--- src/sv/vefm_pkg.sv ---
// Shared types, codes and defaults of the voxel exposed-face mask unit.
package vefm_pkg;

  localparam int SIDE_X_DEF = 32;
  localparam int SIDE_Y_DEF = 32;
  localparam int SIDE_Z_DEF = 32;

  localparam int COORD_W = 5;
  localparam int FACE_W  = 6;

  localparam logic CMD_WRITE = 1'b0;
  localparam logic CMD_QUERY = 1'b1;

  localparam logic [FACE_W-1:0] FACE_POS_Z = 6'b000001;
  localparam logic [FACE_W-1:0] FACE_NEG_Z = 6'b000010;
  localparam logic [FACE_W-1:0] FACE_NEG_X = 6'b000100;
  localparam logic [FACE_W-1:0] FACE_POS_X = 6'b001000;
  localparam logic [FACE_W-1:0] FACE_POS_Y = 6'b010000;
  localparam logic [FACE_W-1:0] FACE_NEG_Y = 6'b100000;
  localparam logic [FACE_W-1:0] FACE_FULL  = 6'b111111;

  typedef struct packed {
    logic               command;
    logic [COORD_W-1:0] pos_x;
    logic [COORD_W-1:0] pos_y;
    logic [COORD_W-1:0] pos_z;
    logic               fill;
  } in_item_t;

  typedef struct packed {
    logic [FACE_W-1:0] face_mask;
    logic              self_occupied;
  } out_item_t;

  typedef enum logic [2:0] {
    STEP_OWN,
    STEP_YM,
    STEP_YP,
    STEP_ZM,
    STEP_ZP
  } step_t;

  typedef struct packed {
    logic  init;
    logic  vld;
    logic  ok;
    step_t step;
  } row_ctl_t;

endpackage

--- src/sv/vefm_mask.sv ---
// Folds occupancy rows returned by the memory into the face mask and own bit.
module vefm_mask #(
  parameter int SIDE_X = vefm_pkg::SIDE_X_DEF
) (
  input  logic                          clk,
  input  vefm_pkg::row_ctl_t            ctl,
  input  logic [vefm_pkg::COORD_W-1:0]  pos_x,
  input  logic [SIDE_X-1:0]             row,
  output logic [vefm_pkg::FACE_W-1:0]   face_mask,
  output logic                          self_occupied
);
  import vefm_pkg::*;

  localparam int XW = (SIDE_X > 1) ? $clog2(SIDE_X) : 1;

  logic [FACE_W-1:0]  mask_r;
  logic               self_r;
  logic [COORD_W:0]   xm;
  logic [COORD_W:0]   xp;
  logic [COORD_W:0]   xc;
  logic               b_own;
  logic               b_left;
  logic               b_right;

  function automatic logic row_bit(input logic [SIDE_X-1:0] r, input logic [COORD_W:0] idx);
    logic b;
    b = 1'b0;
    if (int'(idx) < SIDE_X) begin
      b = r[XW'(idx)];
    end
    return b;
  endfunction

  assign xc = {1'b0, pos_x};
  assign xm = xc - 1'b1;
  assign xp = xc + 1'b1;

  assign b_own   = row_bit(row, xc);
  assign b_left  = (pos_x != '0) && row_bit(row, xm);
  assign b_right = row_bit(row, xp);

  always_ff @(posedge clk) begin
    if (ctl.init) begin
      mask_r <= FACE_FULL;
      self_r <= 1'b0;
    end else if (ctl.vld && ctl.ok) begin
      unique case (ctl.step)
        STEP_OWN: begin
          self_r <= b_own;
          mask_r <= mask_r & ~(b_left ? FACE_NEG_X : '0) & ~(b_right ? FACE_POS_X : '0);
        end
        STEP_YM: if (b_own) mask_r <= mask_r & ~FACE_NEG_Y;
        STEP_YP: if (b_own) mask_r <= mask_r & ~FACE_POS_Y;
        STEP_ZM: if (b_own) mask_r <= mask_r & ~FACE_NEG_Z;
        STEP_ZP: if (b_own) mask_r <= mask_r & ~FACE_POS_Z;
        default: mask_r <= mask_r;
      endcase
    end
  end

  assign face_mask     = mask_r;
  assign self_occupied = self_r;

endmodule

--- config.mk ---
export PLATFORM = sky130hd
export DESIGN_NAME = vefm_mask
export DESIGN_NICKNAME = d
export VERILOG_FILES = /design/src/sv/vefm_pkg.sv /design/src/sv/vefm_mask.sv
export SDC_FILE = /design/constraint.sdc
export NUM_CORES = 1
export LEC_CHECK = 0
export ABC_AREA = 1
export BUFFER_PORTS_ARGS = -buffer_cell sky130_fd_sc_hd__buf_4
export CAP_MARGIN = 20
export CORE_UTILIZATION = 46
export CTS_BUF_LIST = sky130_fd_sc_hd__clkbuf_8
export CTS_CLUSTER_DIAMETER = 150
export DETAILED_ROUTE_END_ITERATION = 8
export GPL_ROUTABILITY_DRIVEN = 1
export HOLD_SLACK_MARGIN = 0.1
export PLACE_DENSITY = 0.79
export SYNTH_ARGS = -nofsm -noshare
export SYNTH_HDL_FRONTEND = slang
export SYNTH_SLANG_ARGS = --single-unit
--- constraint.sdc ---
create_clock -name clk -period 2 [get_ports clk]
set_input_delay 0.4 -clock clk [delete_from_list [all_inputs] [get_ports clk]]
set_output_delay 0.4 -clock clk [all_outputs]
set_load 0.005 [all_outputs]
# --- Yosys cells after proc, flatten, opt, wreduce, memory -nomap -nowiden ---
# Cells that the tools add are included.
op_classes:
  mux: 16
  eq_ne: 8
  magnitude_cmp: 6
  bitwise: 8
  n_reduce_logical: 14
  addsub: 2
op_table:
  columns: ["op", "n"]
  rows:
  - ["$pmux 6 s5", 1]
  - ["$reduce_and 6->1", 5]
  - ["$lt 5x6->1 const B", 4]
  - ["$bmux 1 s5", 3]
  - ["$and 6x6->6", 2]
  - ["$lt 6x6->1 const B", 2]
  - ["$ne 2x2->1 const B", 4]
  - ["$reduce_bool 2->1", 4]
  - ["$mux 1", 7]
  - ["$add 5x1->6 const B", 1]
  - ["$eq 3x2->1 const B", 2]
  - ["$mux 6", 1]
  - ["$not 3->6", 1]
  - ["$not 4->6", 1]
  - ["$sub 5x1->6 const B", 1]
  - ["$mux 5", 1]
  - ["$reduce_bool 5->1", 1]
  - ["$mux 4", 1]
  - ["$not 1->1", 4]
  - ["$eq 3x1->1 const B", 1]
  - ["$eq 3x3->1 const B", 1]
  - ["$logic_not 3->1", 1]
  - ["$mux 3", 1]
  - ["$logic_and 1x1->1", 2]
  - ["2 further kinds", 2]
totals:
  register_bits: 7
  elab_cells: 60
  in_bits: 44
  out_inout_bits: 7

# --- Depth between registers and ports, before layout ---
logic_depth:
  depth_word: 10
  ltp_mapped: 17
  mapped_depth_nobuf: 14

# --- Worst setup path after synthesis ---
# No wires, ideal clock.
synth_timing:
  kind: "input port to flip-flop"
  startpoint: "input port pos_x[0] (netlist name)"
  endpoint: "register mask_r[2] (netlist: face_mask[2])"
  required_time_ns: 1.941
  t_arrival_ns: 1.935
  cell_stages: 17
  setup_slack_ns: 0.006
  n_path_buf: 4
  setup_ns: 0.059
  path_cell_list: "buf_6 inv_4 buf_6 ha_1 buf_6 inv_1 buf_6 nand3_1 nand2_1 nand2_1 nand3_1 nand3_1 nand3_1 nand2_1 nand2_1 nand2_1 nand2_1"
synth_between:
  elab_chain_len: 10
  elab_cells_between_ends: 12
  classes_between: "add/sub (1); order compare (1); mux (5); bitwise (3); reduce/logical (2)"
synth_lines:
  columns: ["element", "line", "rtl"]
  rows:
  - ["start: declaration", "vefm_mask.sv:7", "input logic [vefm_pkg::COORD_W-1:0] pos_x,"]
  - ["$sub 5x1->6", "vefm_mask.sv:35", "assign xm = xc - 1'b1;"]
  - ["$bmux 1 s5", "vefm_mask.sv:29", "b = r[XW'(idx)];"]
  - ["$mux 1 (not written as such)", "vefm_mask.sv:29", null]
  - ["$mux 1", "vefm_mask.sv:28", "if (int'(idx) < SIDE_X) begin"]
  - ["$logic_and 1x1->1 *", "vefm_mask.sv:39", "assign b_left = (pos_x != '0) && row_bit(row, xm);"]
  - ["$mux 3 *", "vefm_mask.sv:50", "mask_r <= mask_r & ~(b_left ? FACE_NEG_X : '0) & ~(b_right ? FACE_POS_X : '0);"]
  - ["$not 3->6 *", "vefm_mask.sv:50", null]
  - ["$and 6x6->6 * (2 in series)", "vefm_mask.sv:50", null]
  - ["$pmux 6 s5 *", "vefm_mask.sv:47", "unique case (ctl.step)"]
  - ["end signal: assignment", "vefm_mask.sv:50", null]
  - ["end signal: assignment", "vefm_mask.sv:52", "STEP_YM: if (b_own) mask_r <= mask_r & ~FACE_NEG_Y;"]
  - ["end signal: assignment", "vefm_mask.sv:53", "STEP_YP: if (b_own) mask_r <= mask_r & ~FACE_POS_Y;"]
  - ["end: declaration", "vefm_mask.sv:16", "logic [FACE_W-1:0] mask_r;"]
# Mark *: on every way between the ends. The rest lies on a longest branch, timed or not. The select of a mux whose other input is x is not followed.
# A chain may end at the register's enable or synchronous reset.

# --- Worst setup path in the final report ---
layout_timing:
  startpoint: "input port pos_x[1] (netlist name)"
  endpoint: "register mask_r[2] (netlist: face_mask[2])"
# The elaborated chain is that of the path after synthesis.

==> run_results.csv <==
group,metric,value,unit
synthesis,syn-cell-area,1340,sq um
power,power_density,403,nW/um^2
timing,max_freq,598,MHz
floorplanning,core_area,2760,sq um
detailed_routing,first_iter_violations,170,
synthesis,synth_mux_area_share,0,%
detailed_routing,routedWlPerCell,11.7,microns
detailed_routing,route.vias.total,1819,
global_routing,grtUsageMet2,42.3,%
synthesis,synth-edff-count,0,
synthesis,synth_top_family_by_area,"simple AND/OR/NAND/NOR gates",
clock_tree,cts_max_path_buffers,2,
clock_tree,postCtsResizedCells,0,
setup_path,crit_arrival,1.78,ns
setup_path,cp_max_fo,9,
timing,relSlewSlack,75.0,%
final_layout,drive_gt1_share,21.1,%
timing,finalCritPeriodShare,83.7,%
global_routing,antenna_found_initial,0,
clock_tree,htree_levels,1,
setup_path,required,2.11,ns
timing,finalMaxSlewViolations,0,
setup_path,cp-end-kind,"flip-flop",
power,p_total,0.707,mW
clock_tree,clock_latency,0.22,ns
floorplanning,dieArea,3140,sq um
setup_path,rr_worst_depth,2,
timing,rsz0062_at_grt,"false",
synthesis,synth_fa_ha_area_share,1.86,%
min_path,min_path_cells,2,
synthesis,synth-seq-cells,7,
setup_path,r2r_end,"self_occupied",
flow_run,max-cap-violations,0,
timing,tns,0,ns
min_path,min_path_type,"reg -> reg",
final_layout,antenna_cells,0,
synthesis,ys_types,25,
global_routing,grt_use_met1,35.7,%
clock_tree,cts_hold_buf,0,
synthesis,yosys.area.top_type,"nand2_1",
synthesis,synth.top_cells.by_count,"nand2_1, nand3_1, nor2_1",
final_layout,nets,355,
synthesis,synth_compound_area_share,11.2,%
final_layout,instances_no_fill,339,
clock_tree,clk_pin_slew,0.04,ns
floorplanning,start_util,48.7,%
timing,setup_viol,0,
placement,dpl.cell_count,335,
synthesis,seq_area_frac_synth,10.4,%
synthesis,synth-main-ff-cell,"dfxtp_1",
synthesis,synth_area_per_cell,5.16,sq um
synthesis,synthTopCellsByArea,"nand2_1, nand3_1, dfxtp_1",
final_layout,area_growth,30.7,%
synthesis,syn-num-nets,306,
global_routing,grt-busiest-layer,"met2",
clock_tree,cts.sinks,7,
min_path,holdPathEnd,"face_mask[2]",
synthesis,ys_warn_count,0,
timing,fin_crit,1.67,ns
synthesis,synthesis.instances,260,
placement,place_hpwl,3120,microns
synthesis,synth_simple_gate_area_share,60.4,%
clock_tree,numCtsBuffers,3,
floorplanning,num_io_pins,51,
floorplanning,die_y,56.0,microns
clock_tree,cts-root-buf,"clkbuf_8",
global_routing,track_usage,25.4,%
setup_path,crit_type,"in -> reg",
floorplanning,rows,19,
synthesis,synth-xor-area-share,1.86,%
clock_tree,cts_tree,"done",
power,power.leakage,0.943,nW
min_path,hp-start,"face_mask[2]",
setup_path,r2r_slack,1.31,ns
placement,gp_congestion,0.916,
timing,finalHoldViolCount,0,
global_routing,grt-ovfl-total,0,
clock_tree,post-cts-setup-buffer-count,0,
global_routing,grt_max_degree,37,
global_routing,grt_pass1_vias,1523,
global_routing,grt_first_pass_wirelength,6560,microns
detailed_routing,route.antenna.remaining_nets,0,
final_layout,fin_util,63.6,%
power,ir_drop,0.459,mV
detailed_routing,drt-total-wl,3970,microns
synthesis,synth.top_cell.area_share,25.2,%
detailed_routing,routed_via_density,5.37,
setup_path,r2r_start,"self_occupied",
setup_path,start_kind,"primary input",
global_routing,grt.met3_usage,1.86,%
placement,port_buffers,50,
timing,tightestPinTransition,0.371,ns
detailed_routing,first_pass_iters,5,
status,status,"finished, final reports clean",
floorplanning,die_x,56.0,microns
synthesis,synth_most_common_cell,"nand2_1",
timing,fin_skew,0,ns
synthesis,async_reset_ff_share,0,%
detailed_routing,drc,0,
-- sequential cells by signal, summed over array words and instances, names as in the netlist --
register and count:
face_mask 6, self_occupied 1
-- cell usage in the layout, fill, tap and decap left out --
master and count:
dfxtp_1 7, or2_2 1, o21ai_1 5, inv_1 17, o21ai_0 15, a21boi_1 2, inv_2 2, o211ai_1 4
buf_12 2, nand2_2 1, nand4_1 1, xor2_1 1, or2_1 1, nor4_1 2, ha_1 2, nand3_1 58
xnor2_2 1, a21oi_1 1, clkbuf_8 3, buf_4 54, inv_4 1, nor3_1 2, nor2_1 34, nand2_1 90
nand3b_1 1
-- power breakdown --
| part | leakage (nW) | total, mW | internal, mW | switching (mW) |
|---|---|---|---|---|
| clock network | 0.0269 | 0.191 | 0.132 | 0.0582 |
| registers | 0.0568 | 0.144 | 0.143 | 0.00139 |
| logic | 0.859 | 0.372 | 0.166 | 0.206 |
| total | 0.943 | 0.707 | 0.441 | 0.266 |
-- worst max path at each step --
stage | from | end | slack, ns | cells after the start
after global routing | pos_x[1] | face_mask[2] | 0.12 | 13
after detailed placement | pos_x[1] | face_mask[2] | 0.15 | 13
after CTS | pos_x[1] | face_mask[2] | 0.34 | 13
after global placement | pos_x[1] | face_mask[2] | 0.15 | 13
after floorplan | pos_x[0] | face_mask[2] | 0.006 | 17
final | pos_x[1] | face_mask[2] | 0.33 | 13
-- cell type report --
type | count | area, sq um
fillers | 280 | 1000
clock buffers | 3 | 41.3
inverters | 19 | 73.8
well taps | 31 | 38.8
flip-flops and latches | 7 | 140
multi-input cells | 222 | 1010
repair buffers | 56 | 445
clock inverters | 1 | 3.75
-- metrics by stage --
stage               hold slack (ns)  cell area, sq um  setup WS (ns)
floorplan                     0.441              1340        0.00606
global placement              0.432              1710          0.152
CTS                           0.450              1750          0.337
finish                        0.448              1750          0.327
global route                  0.470              1750          0.124
detailed placement            0.438              1710          0.152
-- worst max-delay path: stages --
cell	delay [ns]
buf_4	0.15
inv_2	0.05
ha_1	0.22
xnor2_2	0.25
inv_1	0.13
nand2_1	0.09
nand3_1	0.09
nand3_1	0.08
nand3_1	0.09
nand2_1	0.07
nand2_1	0.06
nand2_1	0.06
nand2_1	0.04
-- logic make-up (layout without fill, tap and decap cells) --
| group | count (synthesis) | after routing |
|---|---|---|
| simple gates | 191 | 191 |
| buf+inv | 31 | 79 |
| compound gates | 27 | 27 |
| flops | 7 | 7 |
| fa+ha+maj | 2 | 2 |
| xor+xnor | 2 | 2 |
-- metal layers --
layer	up-vias	share of wire [%]
met1	784	45
li1	950	-
met4	0	0.23
met3	2	8.2
met5	-	0
met2	83	47
Note: power is estimated with default switching activity, not from simulation.
